==> src/hw/rtl/vmap_pkg.sv <==
`timescale 1ns / 1ps
package vmap_pkg;

  // table geometry
  localparam int TABLE_ENTRIES = 4096;
  localparam int SLOT_W        = $clog2(TABLE_ENTRIES);
  localparam int MAX_POINTS    = 32;
  localparam int IDX_W         = $clog2(MAX_POINTS);
  localparam int PTS_W         = $clog2(MAX_POINTS + 1);
  localparam int PADDR_W       = SLOT_W + IDX_W;
  localparam int COORD_W       = 24;
  localparam int PROBE_LIMIT   = 8;
  localparam int PROBE_W       = $clog2(PROBE_LIMIT + 1);

  // counters and arithmetic
  localparam int VCNT_W  = 13;
  localparam int PCNT_W  = 18;
  localparam int SQ_W    = 2 * (COORD_W + 1);
  localparam int DSUM_W  = SQ_W + 2;
  localparam int CFG_W   = 50;
  localparam int CADDR_W = 2;

  // hash multipliers
  localparam logic [31:0] HASH_X = 32'd73856093;
  localparam logic [31:0] HASH_Y = 32'd19349669;
  localparam logic [31:0] HASH_Z = 32'd83492791;

  // register indexes
  localparam logic [CADDR_W-1:0] CFG_SHIFT   = 2'd0;
  localparam logic [CADDR_W-1:0] CFG_LIMIT   = 2'd1;
  localparam logic [CADDR_W-1:0] CFG_SPACING = 2'd2;
  localparam logic [CADDR_W-1:0] CFG_MAXDIST = 2'd3;

  // function codes; the high bit alone selects clear
  localparam logic [1:0] FUNC_ADD   = 2'd0;
  localparam logic [1:0] FUNC_PRUNE = 2'd1;

  typedef enum logic [2:0] {
    ST_APPENDED   = 3'd0,
    ST_NEW_VOXEL  = 3'd1,
    ST_FULL       = 3'd2,
    ST_TOO_CLOSE  = 3'd3,
    ST_NOT_FINITE = 3'd4,
    ST_TABLE_FULL = 3'd5,
    ST_PRUNED     = 3'd6,
    ST_CLEARED    = 3'd7
  } status_t;

  typedef struct packed {
    logic signed [COORD_W-1:0] x;
    logic signed [COORD_W-1:0] y;
    logic signed [COORD_W-1:0] z;
  } point_t;

  typedef struct packed {
    logic               valid;
    logic [COORD_W-1:0] kx;
    logic [COORD_W-1:0] ky;
    logic [COORD_W-1:0] kz;
    logic [PTS_W-1:0]   pts;
  } entry_t;

  // floor shift of a coordinate to its voxel key
  function automatic logic [COORD_W-1:0] voxel_key(input logic signed [COORD_W-1:0] v,
                                                   input logic [4:0] sh);
    logic signed [COORD_W-1:0] k;
    k = v >>> sh;
    return k;
  endfunction

  // only the low slot bits of each product reach the table index
  function automatic logic [SLOT_W-1:0] home_slot(input logic [COORD_W-1:0] kx,
                                                  input logic [COORD_W-1:0] ky,
                                                  input logic [COORD_W-1:0] kz);
    logic [2*SLOT_W-1:0] px;
    logic [2*SLOT_W-1:0] py;
    logic [2*SLOT_W-1:0] pz;
    px = kx[SLOT_W-1:0] * HASH_X[SLOT_W-1:0];
    py = ky[SLOT_W-1:0] * HASH_Y[SLOT_W-1:0];
    pz = kz[SLOT_W-1:0] * HASH_Z[SLOT_W-1:0];
    return px[SLOT_W-1:0] ^ py[SLOT_W-1:0] ^ pz[SLOT_W-1:0];
  endfunction

endpackage

==> src/hw/rtl/vmap_dist.sv <==
`timescale 1ns / 1ps
module vmap_dist (
  input  logic                         clk,
  input  logic                         rst_n,
  input  logic                         in_valid,
  input  vmap_pkg::point_t             a,
  input  vmap_pkg::point_t             b,
  output logic                         out_valid,
  output logic [vmap_pkg::DSUM_W-1:0]  dsum,
  output logic                         busy
);

  logic signed [vmap_pkg::COORD_W:0]   dx, dy, dz;
  logic signed [vmap_pkg::SQ_W-1:0]    sx, sy, sz;
  logic [vmap_pkg::SQ_W-1:0]           sqx_r, sqy_r, sqz_r;
  logic                                v1_r;

  // per-axis difference and square
  always_comb begin
    dx = {a.x[vmap_pkg::COORD_W-1], a.x} - {b.x[vmap_pkg::COORD_W-1], b.x};
    dy = {a.y[vmap_pkg::COORD_W-1], a.y} - {b.y[vmap_pkg::COORD_W-1], b.y};
    dz = {a.z[vmap_pkg::COORD_W-1], a.z} - {b.z[vmap_pkg::COORD_W-1], b.z};
    sx = dx * dx;
    sy = dy * dy;
    sz = dz * dz;
  end

  // square stage, then sum stage
  always_ff @(posedge clk) begin
    if (!rst_n) begin
      v1_r      <= 1'b0;
      out_valid <= 1'b0;
    end else begin
      v1_r      <= in_valid;
      out_valid <= v1_r;
    end
    sqx_r <= sx;
    sqy_r <= sy;
    sqz_r <= sz;
    dsum  <= vmap_pkg::DSUM_W'(sqx_r) + vmap_pkg::DSUM_W'(sqy_r)
           + vmap_pkg::DSUM_W'(sqz_r);
  end

  assign busy = v1_r | out_valid;

endmodule

==> config.mk <==
export PLATFORM = sky130hd
export DESIGN_NAME = vmap_dist
export DESIGN_NICKNAME = d
export VERILOG_FILES = /design/src/hw/rtl/vmap_pkg.sv /design/src/hw/rtl/vmap_dist.sv
export SDC_FILE = /design/constraint.sdc
export NUM_CORES = 2
export LEC_CHECK = 0
export BUFFER_PORTS_ARGS = -buffer_cell sky130_fd_sc_hd__buf_2
export CORE_MARGIN = 3
export CORE_UTILIZATION = 60
export DETAILED_ROUTE_END_ITERATION = 10
export PLACE_DENSITY = 0.77
export SYNTH_ARGS = -nofsm -noshare
export SYNTH_HDL_FRONTEND = slang
export SYNTH_SLANG_ARGS = --single-unit
export TNS_END_PERCENT = 5
==> constraint.sdc <==
create_clock -name clk -period 28.4 [get_ports clk]
set_input_delay 0 -clock clk [delete_from_list [all_inputs] [get_ports clk]]
set_output_delay 0 -clock clk [all_outputs]
set_load 0.01 [all_outputs]
After elaboration in Yosys (flattened, before gate mapping):

Index checks and enable logic that the tools add are counted.
W data, S select, Z words.

* output and inout port bits: 54
* logic and storage cells: 15
* bits of input ports: 147
* register bits: 204

* bitwise gates (word level): 1
* $mul: 3
* add/sub/neg operators: 5

Operators with widths (number)
* $mul A25 B25 Y50: 3
* $sub A24 B24 Y25: 3
* $add A51 B50 Y52: 1
* $add A50 B50 Y51: 1
* $or A1 B1 Y1: 1

Logic depth before layout (Yosys ltp):

* depth in word-level cells: 2
* gate-level depth with buffers: 41
* gate-level depth less buffers: 40

Least setup slack after synthesis:

OpenSTA, ideal clock, no wires.

* path type: input to register
* start point: input port a[0] in the netlist's numbering
* end point: register sqz_r[47] in the netlist's numbering
* setup time: 0.106 ns
* slack: 19.220 ns
* buffers on the path: 3
* data arrival time: 9.074 ns
* data required time: 28.294 ns
* stages: 38
* cell sequence: inv_1 -> ha_1 -> fa_1 -> nor2b_1 -> o21a_1 -> o21ai_0 -> a211oi_1 -> a21oi_1 -> o41ai_2 -> a31oi_1 -> a211o_1 -> buf_2 -> inv_1 -> buf_2 -> buf_2 -> nor2_1 -> fa_1 -> fa_1 -> [2 not listed] -> fa_1 -> inv_1 -> fa_1 -> fa_1 -> inv_1 -> fa_1 -> inv_1 -> ha_1 -> and3_1 -> nor2b_1 -> nand3_1 -> a2111o_1 -> a311o_1 -> a21oi_1 -> a31oi_1 -> a2bb2oi_1 -> o21a_1 -> o311ai_0

* longest elaborated chain between the ends: 2

RTL lines
* start, declared: line vmap_dist.sv:6 `input vmap_pkg::point_t a,`
* $sub A24 B24 Y25: line vmap_dist.sv:22 `dz = {a.z[vmap_pkg::COORD_W-1], a.z} - {b.z[vmap_pkg::COORD_W-1], b.z};`
* $mul A25 B25 Y50: line vmap_dist.sv:25 `sz = dz * dz;`
* named net sz (one bit): line vmap_dist.sv:14 `logic signed [vmap_pkg::SQ_W-1:0] sx, sy, sz;`
* end signal, assigned: line vmap_dist.sv:39 `sqz_r <= sz;`
* end, declared: line vmap_dist.sv:15 `logic [vmap_pkg::SQ_W-1:0] sqx_r, sqy_r, sqz_r;`

The timed path passes the listed nets, and every way through them passes these cells.
A chain may end at the register's enable or synchronous reset.

Worst setup path in the final report:

* start point: input port a[48] in the netlist's numbering
* end point: register sqx_r[47] in the netlist's numbering

* longest elaborated chain between the ends: 2

RTL lines
* $sub A24 B24 Y25: line vmap_dist.sv:20 `dx = {a.x[vmap_pkg::COORD_W-1], a.x} - {b.x[vmap_pkg::COORD_W-1], b.x};`
* $mul A25 B25 Y50: line vmap_dist.sv:23 `sx = dx * dx;`
* named net sx (one bit): line vmap_dist.sv:14
* end signal, assigned: line vmap_dist.sv:37 `sqx_r <= sx;`
* end, declared: line vmap_dist.sv:15

The timed path passes the listed nets, and every way through them passes these cells.

==> flow_metrics.tcl <==
set metrics [dict create \
    worstMarginPinSlew_ns 1.13 \
    cts_made_buffers 23 \
    grt_pass1_wl_mm 303 \
    ios 201 \
    grt_antenna_before_repair 6 \
    syn_to_final_growth_pct 5.24 \
    synth_area_leaders "fa_1 (53%), inv_1 (11%), ha_1 (9.8%), dfxtp_1 (5.7%), nor2_1 (3.3%)" \
    start_kind "primary input" \
    drt-total-wl_mm 186 \
    hold_viol_final 0 \
    dieWidth_um 350 \
    fmax_ghz 0.0928 \
    hold_path_class "in2reg" \
    cts_resized 0 \
    layout_common_cells "inv_1 (2017), fa_1 (1876), nor2_1 (616)" \
    synth_area_um2 71000 \
    fin_crit_sh_pct 38.0 \
    grt_overflow 0 \
    cp-end-kind "flop" \
    setup_viol_count_final 0 \
    first_pass_iters 6 \
    first_iter_violations 3823 \
    cp_max_fo 31 \
    slowest_delay_ns 0.66 \
    htreeDepth 1 \
    rsz0062_at_grt "no" \
    timing.final.crit_period_ns 10.78 \
    port-buffer-count 200 \
    drive_above_1_share_pct 5.10 \
    numClockSinks 201 \
    critPathArrivalTime_ns 11.20 \
    fin_setup_tns_ns 0 \
    synth.avg_cell_area_um2 9.54 \
    crit_slowest_cell "inv_1" \
    vias 50800 \
    place_hpwl_mm 155 \
    synthCells 7436 \
    initial_core_util_pct 60.7 \
    drv_cap 0 \
    synth-main-ff-cell "dfxtp_1" \
    wire_per_inst_um 20.5 \
    root_buffer "clkbuf_16" \
    ys_ff_latch 201 \
    slew_violations 0 \
    die_y_um 350 \
    cts_buffer_depth 3 \
    cp.required_ns 28.82 \
    clk_pin_slew_worst_paths_ns 0.06 \
    n_antenna_cell 0 \
    status "finished clean" \
    grt_max_degree 32 \
    relSlewSlack_pct 24.1 \
    synth-edff-count 0 \
    track_usage_pct 32.1 \
    core-area_um2 117000 \
    via_per_inst 5.58 \
    gp_congestion 0.968 \
    row_count 125 \
    clock_skew_ns 0.0153 \
    ys_types 85 \
    route.antenna.remaining_nets 0 \
    yosysTopAreaCell "fa_1" \
    synth_seq_area_share_pct 5.67 \
    insertion_delay_ns 0.55 \
    criticalPathCategory "in2reg" \
    synth_top_area_share_pct 52.9 \
    post-route-drc-count 0 \
    async_reset_ff_share_pct 0 \
    dieArea_um2 122000 \
    layout_commonest_cell "inv_1" \
    grt_pass1_vias 57000 \
    nets 10200 \
    yosysWarnings 0 \
    cts_tree "yes" \
    crit_top_cell "fa_1" \
]
==> synth_stat cells, drive strengths merged, types with 13 or more instances <==
master	number
a211oi	22
a21o	137
a21oi	226
a31oi	23
and2	25
and3	26
buf	34
clkbuf	155
clkinv	19
dfxtp	201
fa	1876
ha	558
inv	2027
nand2	614
nand2b	54
nand3	55
nand4	27
nor2	617
nor2b	36
nor3	33
nor4	13
o211ai	13
o21a	45
o21ai	104
o21bai	36
o31ai	17
xnor2	222
xor2	70
==> cell families (layout without fill, tap and decap cells) <==
kind of cell	after synthesis	after routing	share of synthesized area (%)
AOI/OAI and AO/OA	728	728	6.79
xor gates and xnor gates	292	292	3.69
adders and majority gates	2434	2434	62.8
buffers and inverters	2235	2380	11.9
DFF	201	201	5.67
muxes	6	6	0.0899
other	1	3	0.00528
and+or+nand+nor	1539	1539	9.13
==> registers in the layout, summed over array words and instances, names as in the netlist <==
signal,count
v1_r,1
out_valid,1
sqy_r,49
sqz_r,49
sqx_r,49
dsum,52
==> metal layers <==
metal  up-vias  routed length (um)  part of all wire [%]  track usage [%]
met4         2                9910                   5.3             13.7
met1     25800               70000                    38             40.9
met3       547               18100                   9.7             7.45
met5         -                  13                0.0070            0.157
li1      22200                   -                     -                -
met2      2240               88300                    47             52.8
==> timing repair <==
item,4_1_cts,5_1_grt
hold buffers,3,0
hold endpoints to repair,2,0
buffers inserted,0,0
==> stage by stage <==
step	cell area [um^2]	hold slack, ns	util, %	cells	worst slack (ns)
global route	74700	0.249	63.9	9107	17.02
detailed placement	73900	0.224	63.3	9065	17.26
floorplan	71000	0.122	-	7438	19.22
global placement	73900	0.215	63.3	9065	17.49
finish	74700	0.230	63.9	9107	17.62
CTS	74700	0.213	63.9	9107	17.75
==> final timing paths <==
path / startpoint / to / slack (ns) / cells past startpoint
setup / recovery: a[48] / sqx_r[47] / 17.62 / 36
hold / removal: rst_n / out_valid / 0.23 / 3
setup reg to reg: sqz_r[11] / dsum[48] / 23.93 / 12
hold reg to reg: v1_r / out_valid / 0.47 / 1
==> critical path: cells and delay by family <==
kind	cells	cell delay, ns
simple gates	8	1.66
compound gates	12	3.71
buf+inv	6	1.27
fa+ha+maj	10	4.53
==> final cells by class <==
type | instances | area (um^2)
fill | 9457 | 42100
inverter | 2046 | 7680
multi-input combinational | 5002 | 58600
tap | 1524 | 1910
clock buffer | 31 | 636
clock inverter | 8 | 80.1
timing repair buffer | 295 | 1720
sequential | 201 | 4020
Power is not shown: default switching activity piles up to over one toggle a cycle in this logic, so the estimate is an artifact.
