--- config.mk ---
export PLATFORM = sky130hd
export DESIGN_NAME = vmap_ram
export DESIGN_NICKNAME = d
export VERILOG_FILES = /design/src/hw/rtl/vmap_ram.sv
export SDC_FILE = /design/constraint.sdc
export NUM_CORES = 1
export LEC_CHECK = 0
export ABC_AREA = 1
export BUFFER_PORTS_ARGS = -buffer_cell sky130_fd_sc_hd__buf_2
export CORE_MARGIN = 1.5
export CORE_UTILIZATION = 41
export CTS_CLUSTER_DIAMETER = 80
export CTS_CLUSTER_SIZE = 40
export DETAILED_ROUTE_END_ITERATION = 6
export SETUP_SLACK_MARGIN = 0.4
export SYNTH_ARGS = -nofsm -noshare
export SYNTH_HDL_FRONTEND = slang
export SYNTH_SLANG_ARGS = --single-unit
--- constraint.sdc ---
create_clock -name clk -period 2.1 [get_ports clk]
set_clock_uncertainty 0.15 [all_clocks]
set_input_delay 0 -clock clk [delete_from_list [all_inputs] [get_ports clk]]
set_output_delay 0 -clock clk [all_outputs]
set_load 0.01 [all_outputs]
--- src/hw/rtl/vmap_ram.sv ---
`timescale 1ns / 1ps
module vmap_ram #(
  parameter int WIDTH = 8,
  parameter int DEPTH = 16
) (
  input  logic                     clk,
  input  logic                     we,
  input  logic [$clog2(DEPTH)-1:0] waddr,
  input  logic [WIDTH-1:0]         wdata,
  input  logic [$clog2(DEPTH)-1:0] raddr,
  output logic [WIDTH-1:0]         rdata
);

  logic [WIDTH-1:0] mem [DEPTH];

  // one write port, one registered read port
  always_ff @(posedge clk) begin
    if (we) begin
      mem[waddr] <= wdata;
    end
    rdata <= mem[raddr];
  end

endmodule

Yosys cells after proc, flatten, opt, wreduce, memory -nomap -nowiden. Memories as Yosys holds them, arrays and structs flattened. A register that Yosys moved wholly into a read port is not among the register bits. Cells that the tools add are included. Widths: inputs -> output; s select.

Bits in registers: 0. Latch bits: 0. RAM bits: 128. Bits in read-only memories: 0. Input port bits: 18. Output and inout port bits: 8. Memories kept: 1.

Add/sub/neg operators: 0. Multipliers: 0. Divide/modulo/power cells: 0. Magnitude comparators: 0. Equality and inequality tests: 0. Shift-type cells: 0. Multiplexer cells: 2. Bitwise gates (word level): 0. Reductions and logical operators: 0.

Memory list: mem (depth 16, bits a word 8, rd ports 1, clocked after Yosys merged registers in 1, write ports 1, line 14) `logic [WIDTH-1:0] mem [DEPTH];`.

Operators by type and width (count): $mux 1 (2).

Longest topological paths before layout. Gate-level depths: netlist (run 1).

Depth after elaboration: 2. Gate-level depth with buffers: 8. Gate-level depth less buffers: 7.

Worst setup path before layout (run 1). Ideal clock, no wire load.

Path type: input -> register. From: input waddr[2]. To: memory mem[10][0] (enable). Arrival time: 581 ps. Data required time: 1580 ps. Slack: 999 ps. Stages on the path: 2. Buffers on the path: 0. Path through: nand3b_1 nor2_1.

RTL lines: from (decl) (line 8) `input logic [$clog2(DEPTH)-1:0] waddr,`; to (decl) (line 14).

Straight into the memory's write port.

==> key figures, run 1 <==
Timing
  • Pin slew with the least headroom to its limit: between 0.8 and 0.9 ns
  • Slew headroom: roughly 44%
  • Setup WS post-layout: 0.892 ns
  • Post-route minimum period: approximately 1.2 ns
  • Total Negative Setup Slacks: 0 ns
  • F_max: 828 MHz
  • Hold Fails Final Rpt: 0
  • RSZ-0062 raised after global routing: no
  • Fin crit share: 57.5%
  • Max-slew violations: 0
  • Finish-stage setup viols: 0

Logic synthesis
  • EDFF count, synth: approximately 130
  • Synth async-reset ratio: 0%
  • Post-synth top cells: nand2_1, edfxtp_1, inv_1, nand3_1, nor2_1
  • Synth cell types: 12
  • YS warnings: 0
  • Synth top area cells: edfxtp_1, nand2_1, nand3_1, inv_1, dfxtp_1
  • Most used DFF post-synth: edfxtp_1
  • Post-synthesis cell area: 0.00577 mm^2
  • Post-synth top area share: 66.7%
  • Most common cell in the netlist: nand2_1
  • Syn Area/Cell: 10.5 um^2
  • Register area share after synthesis: 69.4%
  • #FFs+latches synth: between 100 and 150
  • Synthesized instance count: ~550
  • Leading area contributor after synthesis: edfxtp_1
  • Syn_nets: 569

Place
  • GPL Wtd Cong: 0.866
  • Placed Cells: 742
  • Placed Area: 0.00604 mm^2
  • Hpwl dp: 8.00 mm
  • Pre-CTS WS: 0.579 ns
  • # port buffers: 25

Min path
  • WHS Path Cells: 3
  • Hold Crit Class: in -> reg

Global routing
  • Largest net degree at the start of global routing: 65
  • Total track usage: between 15 and 20%
  • Remaining Overflow, GRT: 0
  • First-pass GRT wire length: 21.2 mm
  • Initial antenna violation count: 0
  • Vias in the first global route: about 3800

Finish
  • Layout cell share with drive strength beyond 1: 11.1%
  • Layout Cells excl Fill: between 700 and 800
  • Area Growth Syn to Fin: 16.9%
  • Multi-input gate area: 0.00121 mm^2
  • Total area of sequential cells: roughly 0.004 mm^2
  • Fillers: 1224
  • Nets@finish: 611
  • N_diodes: 0
  • Final Instance Area: ~0.0067 mm^2

Power and ir drop
  • VDD IR max: 0.000632 V
  • Sw power: 0.00139 W
  • Pwr/cell area: 947 mW/mm^2
  • P_leak: 2.90 nW
  • Seq pwr share: 47.9%
  • Clock power frac: between 40% and 50%
  • Switching Fraction: around 22%
  • Final Power: 0.00639 W
  • Pint: 0.00499 W
  • Logic pwr share: 6.0%

Die
  • Initial Utilization: 41.7%
  • Die W: 122 um
  • Die Ht: 122 um
  • Num ports: 26
  • Total die area: 0.0148 mm^2
  • Placement row count: 43
  • Core area: 0.0138 mm^2

Route
  • DR vias/cell: 4.89
  • DRC marker count from the first detailed-route iteration: 300
  • WL/cell: 17.0 um
  • Routed WL: 13.4 mm
  • Drt first pass iters: 5
  • Vias: 3846
  • Remaining antenna violation count: 0
  • # DRC: 0

Critical path
  • Worst reg2reg path depth: 6
  • CP Class: reg -> reg
  • Critical path arrival: between 1 and 1.5 ns
  • Critical path launch point type: flop
  • CP required: 2.27 ns
  • Crit end category: flop
  • CP Max Fanout: 1

Clocking
  • Clock-pin transition on the worst setup and hold timing paths: 0.06 ns
  • H-tree depth: 4
  • Num CTS Buffers: 17
  • Later-pin clock latency in the skew report: roughly 0.42 ns
  • CTS sink cnt: 136
  • CTS root buffer: clkbuf_16
  • CTS tree: built
  • Clk buf depth: 2
  • # resized after CTS: 0

Run status
  • Status: completed

Run
  • Max Cap Viol: 0
==> layer usage <==
metal | track usage [%] | vias up | part of all wire (%)
met5 | 0 | - | 0
met4 | 9.04 | 0 | 2.8
met3 | 4.40 | 21 | 5.7
met2 | 30.9 | 121 | 48
met1 | 26.9 | 1849 | 43
li1 | - | 1855 | -
==> cell type report <==
type                    instances  share of cell area (%)
clock inverters                15                    2.37
inverters                     102                    5.68
clock buffers                  17                    6.31
flip-flops and latches        136                    59.4
multi-input cells             289                    18.0
well taps                     180                    3.34
repair buffers                 47                    4.94
==> sequential cells by signal, summed over array words and instances (netlist names) <==
| register | flops |
|---|---|
| rdata | 8 |
| mem | 128 |
==> metrics by stage <==
stage	util, %	hold slack, ns
floorplan	-	-0.0511
global placement	43.7	0.229
detailed placement	43.7	0.235
CTS	48.8	0.0410
global route	48.8	0.104
finish	48.8	0.0386
==> worst paths after layout <==
kind	start	endpoint	slack [ns]
worst min-delay path	we	mem[2][0]$_DFFE_PP_	0.04
worst max register to register	mem[11][4]$_DFFE_PP_	rdata[4]$_DFF_P_	0.89
worst max-delay path	mem[11][4]$_DFFE_PP_	rdata[4]$_DFF_P_	0.89
worst min register to register	mem[13][2]$_DFFE_PP_	rdata[2]$_DFF_P_	0.52
==> what timing repair did <==
item	in CTS	in global routing
setup buffers	0	0
hold buffers	12	1
setup endpoints to repair	0	1
hold endpoints to repair	136	1
==> critical path: stages (launching register included) <==
cell and delay [ns]:
edfxtp_1 0.36, inv_1 0.06, nand2_1 0.04, nand3_1 0.14, nand3_1 0.15, nand3_1 0.15, nand2_1 0.05
==> cells by family after synthesis <==
family	synth area share (%)
AND/OR/NAND/NOR	21.0
flip-flops	69.4
buffers and inverters	9.52
==> cell usage in the layout (no fill, tap or decap) <==
cell type | netlist | routed
clkinvlp_4 | 0 | 5
dfxtp_1 | 8 | 8
buf_12 | 0 | 1
clkinv_1 | 0 | 2
nand3_1 | 97 | 97
buf_2 | 13 | 25
nand2_1 | 173 | 173
clkinv_2 | 0 | 5
inv_2 | 2 | 2
dlygate4sd3_1 | 0 | 12
buf_4 | 4 | 9
bufinv_16 | 0 | 3
nand3b_1 | 2 | 2
inv_1 | 100 | 100
nor2_1 | 17 | 17
clkbuf_16 | 0 | 17
edfxtp_1 | 128 | 128
==> power by group through the flow <==
stage / combinational, W / clock (W) / sequential, W
after floorplan: 0.000214 / 0 / 0.00311
after global placement: 0.000365 / 0 / 0.00311
after detailed placement: 0.000367 / 0 / 0.00311
after CTS: 0.000390 / 0.00297 / 0.00306
after global routing: 0.000430 / 0.00308 / 0.00306
final: 0.000385 / 0.00294 / 0.00306
(Power assumes the default switching activity.)
==> inputs of run 2 (changes only) <==
- ABC_AREA: 1 -> 0
- clock period: 2.1 -> 1 ns (I/O delays scaled with it)
==> run 2 against run 1 <==
The flow now finishes with violations (hold timing, setup timing); critical path type unchanged; cell area is 0.95% higher; flip-flop and latch count did not move; sequential power is 110% higher; synthesized area decreased by 11%; largest cell class unchanged; largest power group unchanged.
==> key figures, run 2 <==
Run status
  • Status: finished, violations left
  • Failing checks: hold timing, setup timing

Route
  • Routed WL: 9.69 mm
  • Remaining antenna violation count: 0
  • DR vias/cell: 5.11
  • # DRC: 0
  • WL/cell: 20.2 um
  • DRC marker count from the first detailed-route iteration: 211
  • Vias: 2451
  • Drt first pass iters: 4

Logic synthesis
  • Post-synthesis cell area: 0.00515 mm^2
  • Synth top area cells: edfxtp_1, mux4_2, mux4_1, dfxtp_1, a22oi_1
  • #FFs+latches synth: 136
  • Post-synth top cells: edfxtp_1, mux4_2, a22oi_1, mux4_1, nor2_1
  • Syn Area/Cell: 22.5 um^2
  • Most used DFF post-synth: edfxtp_1
  • Synth async-reset ratio: 0%
  • Most common cell in the netlist: edfxtp_1
  • Syn_nets: 247
  • Post-synth top area share: between 70% and 80%
  • Synth cell types: 19
  • Leading area contributor after synthesis: edfxtp_1
  • YS warnings: 0
  • Synthesized instance count: around 230
  • Register area share after synthesis: 77.8%
  • EDFF count, synth: between 100 and 150

Finish
  • Top flop regs: mem (128), rdata (8)
  • Layout Cells excl Fill: 480
  • Total area of sequential cells: between 0.004 and 0.005 mm^2
  • Multi-input gate area: 0.00122 mm^2
  • Layout cell share with drive strength beyond 1: roughly half
  • Most common cell after layout, fill and taps aside: edfxtp_1
  • Area Growth Syn to Fin: 32.3%
  • Fin util: 56.2%
  • N_diodes: 0
  • Largest Register: mem
  • Commonest non-fill, non-tap cells in the layout: edfxtp_1, mux4_2, buf_12
  • Fillers: approximately 930
  • Nets@finish: 317
  • Largest register FFs: around 130

Power and ir drop
  • Clock power frac: 46.6%
  • Seq pwr share: 47.2%
  • P_leak: 2.25 nW
  • VDD IR max: roughly 0.0013 V
  • Pint: 0.0109 W
  • Logic pwr share: 6.2%
  • Pwr/cell area: 2000 mW/mm^2
  • Sw power: 0.00265 W
  • Final Power: 0.0136 W
  • Switching Fraction: 19.5%

Timing
  • Total Negative Setup Slacks: -3.02 ns
  • Finish-stage setup viols: 8
  • Post-route minimum period: between 1 and 1.5 ns
  • Hold Fails Final Rpt: approximately 130
  • Pin slew with the least headroom to its limit: 0.964 ns
  • Setup WS post-layout: -0.389 ns
  • Fin crit share: 139%
  • Max-slew violations: 0
  • Slew headroom: between 30 and 40%
  • F_max: 720 MHz
  • Hold_ws: -0.175 ns
  • RSZ-0062 raised after global routing: yes

Critical path
  • CP required: 1.13 ns
  • CP Cell Sequence: mux4_2 -> a22oi_2 -> nand2_1
  • Crit path from: mem[10][6]$_DFFE_PP_
  • CP delay by family, top: multiplexers
  • Worst r2r src: mem[10][6]$_DFFE_PP_
  • CP Max Fanout: 1
  • WP buf/inv: 0
  • Critical path launch point type: flop
  • Critical Path Max Stage Delay: 0.47 ns
  • Critical path arrival: around 1.5 ns
  • Crit end category: flop
  • Worst path slowest cell: mux4_2
  • CP Class: reg -> reg

Die
  • Total die area: 0.0132 mm^2
  • Placement row count: 40
  • Core area: 0.0121 mm^2
  • Initial Utilization: 42.5%
  • Die Ht: 115 um
  • Die W: between 100 and 150 um
  • Num ports: 26

Global routing
  • Initial antenna violation count: 0
  • Remaining Overflow, GRT: 0
  • Largest net degree at the start of global routing: 19
  • Total track usage: 16.5%
  • First-pass GRT wire length: 15.2 mm
  • Vias in the first global route: 2593

Place
  • # port buffers: 25
  • Hpwl dp: 6.14 mm
  • Placed Cells: approximately 450
  • GPL Wtd Cong: 0.700

Min path
  • HP Start: wdata[7]
  • Hold Crit Class: in -> reg

Clocking
  • Clk buf depth: 2
  • CTS tree: built
  • H-tree depth: 4
  • Later-pin clock latency in the skew report: 0.40 ns
  • Num CTS Buffers: 17
  • CTS sink cnt: 136
  • CTS root buffer: clkbuf_16
  • Clock-pin transition on the worst setup and hold timing paths: 0.06 ns

Run
  • Max Cap Viol: 0
[run 2: changes by cell type in the layout (fill, tap and decap cells not counted), moves of 9 or more]
cell and change:
buf_12 +20, a22oi_2 +9, buf_6 +15, nor2_1 -16, buf_2 -9, nand3_1 -97, mux4_2 +32, inv_1 -100
dlygate4sd3_1 -12, nor2_4 +12, nand2_1 -165
[run 2: path summary, 6_finish.rpt]
check | endpoint | slack, ns | cells after the start
max reg2reg | rdata[6]$_DFF_P_ | -0.39 | 3
min reg2reg | rdata[5]$_DFF_P_ | 0.52 | 3
min | mem[6][7]$_DFFE_PP_ | -0.17 | 1
max | rdata[6]$_DFF_P_ | -0.39 | 3
[run 2: cell families (layout without fill, tap and decap cells)]
kind of cell	after synthesis	in the layout	share of synthesized area (%)
buffers and inverters	10	93	1.68
AOI/OAI and AO/OA	16	16	2.33
muxes	32	32	15.0
and+or+nand+nor	35	35	3.18
DFF	136	136	77.8
[run 2: repair_timing]
item                       in CTS  in global routing
pin swaps                      10                  4
hold endpoints to repair      128                128
setup buffers                   3                  0
resized for setup              31                  9
setup endpoints to repair     144                144
[run 2: cell type report]
cell class | count | area share [%]
sequential | 136 | 58.9
timing repair buffer | 61 | 11.0
tap | 168 | 3.09
multi-input combinational | 83 | 18.0
clock inverter | 14 | 2.66
clock buffer | 18 | 6.30
[run 2: power by group through the flow]
stage / combinational [W] / sequential, W / clock [W]
floorplan: 0.000372 / 0.00654 / 0
global placement: 0.000749 / 0.00652 / 0
detailed placement: 0.000760 / 0.00653 / 0
CTS: 0.000835 / 0.00642 / 0.00640
global route: 0.000904 / 0.00643 / 0.00667
finish: 0.000841 / 0.00642 / 0.00633
[run 2: routing by layer]
metal / GRT usage [%] / up-vias / wire [um]
met5: 0 / - / 0
met4: 5.43 / 0 / 89
met3: 4.59 / 8 / 463
met2: 26.1 / 68 / 4840
met1: 22.5 / 1278 / 4300
li1: - / 1097 / -
[run 2: stage by stage]
| stage | setup slack, ns | instance area, um^2 | hold slack [ns] |
|---|---|---|---|
| CTS | -0.410 | 6770 | -0.176 |
| detailed placement | -0.534 | 6010 | 0.247 |
| finish | -0.389 | 6810 | -0.175 |
| floorplan | -0.277 | 5250 | -0.0511 |
| global route | -0.461 | 6810 | -0.172 |
| global placement | -0.528 | 6010 | 0.238 |
==> inputs of run 3 (changes only) <==
- BUFFER_PORTS_ARGS: -buffer_cell sky130_fd_sc_hd__buf_2 -> -buffer_cell sky130_fd_sc_hd__buf_4
- CORE_MARGIN: 1.5 -> not set
- clock period: 1 -> 1.4 ns (I/O delays scaled with it)
==> run 3 against run 2 <==
The run still ends with hold timing, setup timing left; sequential power down 29%; global-route usage up 0.92 points; power is 31% lower; wire length rose by 3.4%; via count decreased by 0.53%; maximum frequency down 2.6%; flip-flop and latch count did not move; sequential share of layout area grew 1.2 points; non-clock buffer count is the same; die area fell by 1.7%; largest power group unchanged.
==> key figures, run 3 (synthesis results as in run 2) <==
Timing
  • Hold Fails Final Rpt: 24
  • Max-slew violations: 0
  • Finish-stage setup viols: 7
  • Setup WS post-layout: -0.0259 ns
  • F_max: 701 MHz
  • Slew headroom: 42.0%
  • Hold_ws: -0.0658 ns
  • RSZ-0062 raised after global routing: yes
  • Pin slew with the least headroom to its limit: 0.867 ns
  • Post-route minimum period: 1.43 ns
  • Fin crit share: 102%

Finish
  • Commonest non-fill, non-tap cells in the layout: edfxtp_1, mux4_2, buf_4
  • Fin util: 55.1%
  • Largest register FFs: around 130
  • Area Growth Syn to Fin: 29.7%
  • Layout Cells excl Fill: 480
  • Final Instance Area: 0.00667 mm^2
  • Top flop regs: mem (128), rdata (8)
  • Largest Register: mem
  • Layout cell share with drive strength beyond 1: approximately 45%
  • Most common cell after layout, fill and taps aside: edfxtp_1
  • Nets@finish: between 300 and 400
  • N_diodes: 0

Clocking
  • Cts hold-fix bufs: 8
  • H-tree depth: 4
  • CTS tree: built
  • CTS sink cnt: 136
  • Later-pin clock latency in the skew report: 0.42 ns
  • CTS root buffer: clkbuf_16
  • Setup bufs post-CTS: 0
  • Clock-pin transition on the worst setup and hold timing paths: 0.06 ns
  • Clk buf depth: 2
  • Num CTS Buffers: 17

Global routing
  • Initial antenna violation count: 0
  • Largest net degree at the start of global routing: 18
  • Total track usage: 17.4%
  • First-pass GRT wire length: 15.4 mm
  • Remaining Overflow, GRT: 0
  • Vias in the first global route: around 2600

Critical path
  • Worst path slowest cell: mux4_2
  • Crit path from: mem[3][6]$_DFFE_PP_
  • WP depth: 3
  • CP delay by family, top: multiplexers
  • CP required: roughly 1.6 ns
  • CP Cell Sequence: mux4_2 -> a22oi_2 -> nand2_1
  • CP Max Fanout: 1
  • Crit end category: flop
  • CP Class: reg -> reg
  • Critical Path Max Stage Delay: ~0.5 ns
  • WP buf/inv: 0
  • Critical path launch point type: flop
  • Critical path arrival: 1.58 ns
  • Worst r2r src: mem[3][6]$_DFFE_PP_
  • FF-to-FF setup slack: -0.03 ns
  • Worst reg2reg path depth: 3
  • R2r endpoint: rdata[6]$_DFF_P_

Place
  • Hpwl dp: approximately 6.5 mm
  • Placed Area: 0.00597 mm^2
  • Placed Cells: 440
  • Pre-CTS WS: -0.197 ns
  • GPL Wtd Cong: approximately 0.7
  • # port buffers: 25

Min path
  • Hold Crit Class: in -> reg
  • WHS Path Cells: 3
  • HP Start: waddr[1]
  • WHS Endpoint: mem[8][6]$_DFFE_PP_

Die
  • Placement row count: 40
  • Die Ht: between 100 and 150 um
  • Die W: 114 um
  • Num ports: 26
  • Core area: 0.0121 mm^2
  • Initial Utilization: ~43%
  • Total die area: 0.0130 mm^2

Route
  • DR vias/cell: 5.08
  • Met3 WL: 401 um
  • Wire length on met2: between 5 and 6 mm
  • Highest routed metal layer: met4
  • Remaining antenna violation count: 0
  • M1 WL: 4.33 mm
  • DRC marker count from the first detailed-route iteration: approximately 190
  • Vias: around 2400
  • # DRC: 0
  • Drt first pass iters: 4
  • Routed WL: 10.0 mm
  • WL/cell: 20.9 um

Power and ir drop
  • Pint: 0.00752 W
  • VDD IR max: around 0.00079 V
  • Seq pwr share: about 49%
  • Sw power: 0.00181 W
  • Clock power frac: 44.4%
  • Switching Fraction: 19.4%
  • Logic pwr share: 6.4%
  • Pwr/cell area: 1400 mW/mm^2
  • P_leak: 2.19 nW

Run status
  • Status: finished, violations left
  • Failing checks: hold timing, setup timing

Run
  • Max Cap Viol: 0
==> run 3: cell count changes in the layout (fill, tap and decap cells not counted), sizes merged <==
cell | previous run | this run
clkbuf | 18 | 27
bufinv | 4 | 2
buf | 61 | 53
clkinv | 6 | 3
dlygate4sd3 | 0 | 8
clkinvlp | 4 | 0
==> run 3: how the worst max path moves through the flow <==
stage	end	slack, ns
3_3_place_gp	rdata[6]$_DFF_P_	-0.22
4_1_cts	rdata[0]$_DFF_P_	-0.06
2_1_floorplan	rdata[0]$_DFF_P_	0.12
6_report	rdata[6]$_DFF_P_	-0.03
5_1_grt	rdata[6]$_DFF_P_	-0.08
3_5_place_dp	rdata[6]$_DFF_P_	-0.20
==> run 3: repair_timing <==
item	in CTS	in global routing
pin swaps	4	2
gates resized for setup	20	3
endpoints found under the setup margin	16	23
endpoints found under the hold margin	152	24
==> run 3: power by group through the flow <==
stage | combinational (W) | sequential, W | clock (W)
final | 0.000594 | 0.00459 | 0.00415
after global routing | 0.000638 | 0.00460 | 0.00436
after CTS | 0.000609 | 0.00459 | 0.00421
after detailed placement | 0.000560 | 0.00467 | 0
after global placement | 0.000555 | 0.00466 | 0
after floorplan | 0.000261 | 0.00467 | 0
==> run 3: routing by layer <==
metal / track usage (%) / up-vias
met5: 0 / -
met4: 8.05 / 0
met3: 4.41 / 16
met2: 27.9 / 65
met1: 22.6 / 1256
li1: - / 1101
==> run 3: through the flow <==
| step | TNS (ns) | power (W) |
|---|---|---|
| CTS | -0.287 | 0.00941 |
| global placement | -1.17 | 0.00521 |
| floorplan | 0 | 0.00493 |
| finish | -0.117 | 0.00934 |
| detailed placement | -1.24 | 0.00523 |
| global route | -0.483 | 0.00960 |
==> run 3: layout make-up <==
cell class / instances / area, um^2
Sequential cell: 136 / 4020
Timing Repair Buffer: 61 / 733
Multi-Input combinational cell: 83 / 1170
Clock inverter: 5 / 75.1
Tap cell: 168 / 210
Fill cell: 923 / 5440
Clock buffer: 27 / 473
==> run 3: worst register-to-register path: cells and delay by family, from the launching register on <==
family / cells / cell delay (ns)
AND/OR/NAND/NOR: 1 / 0.09
multiplexers: 1 / 0.50
flip-flops: 1 / 0.36
AO/OA/AOI/OAI: 1 / 0.21
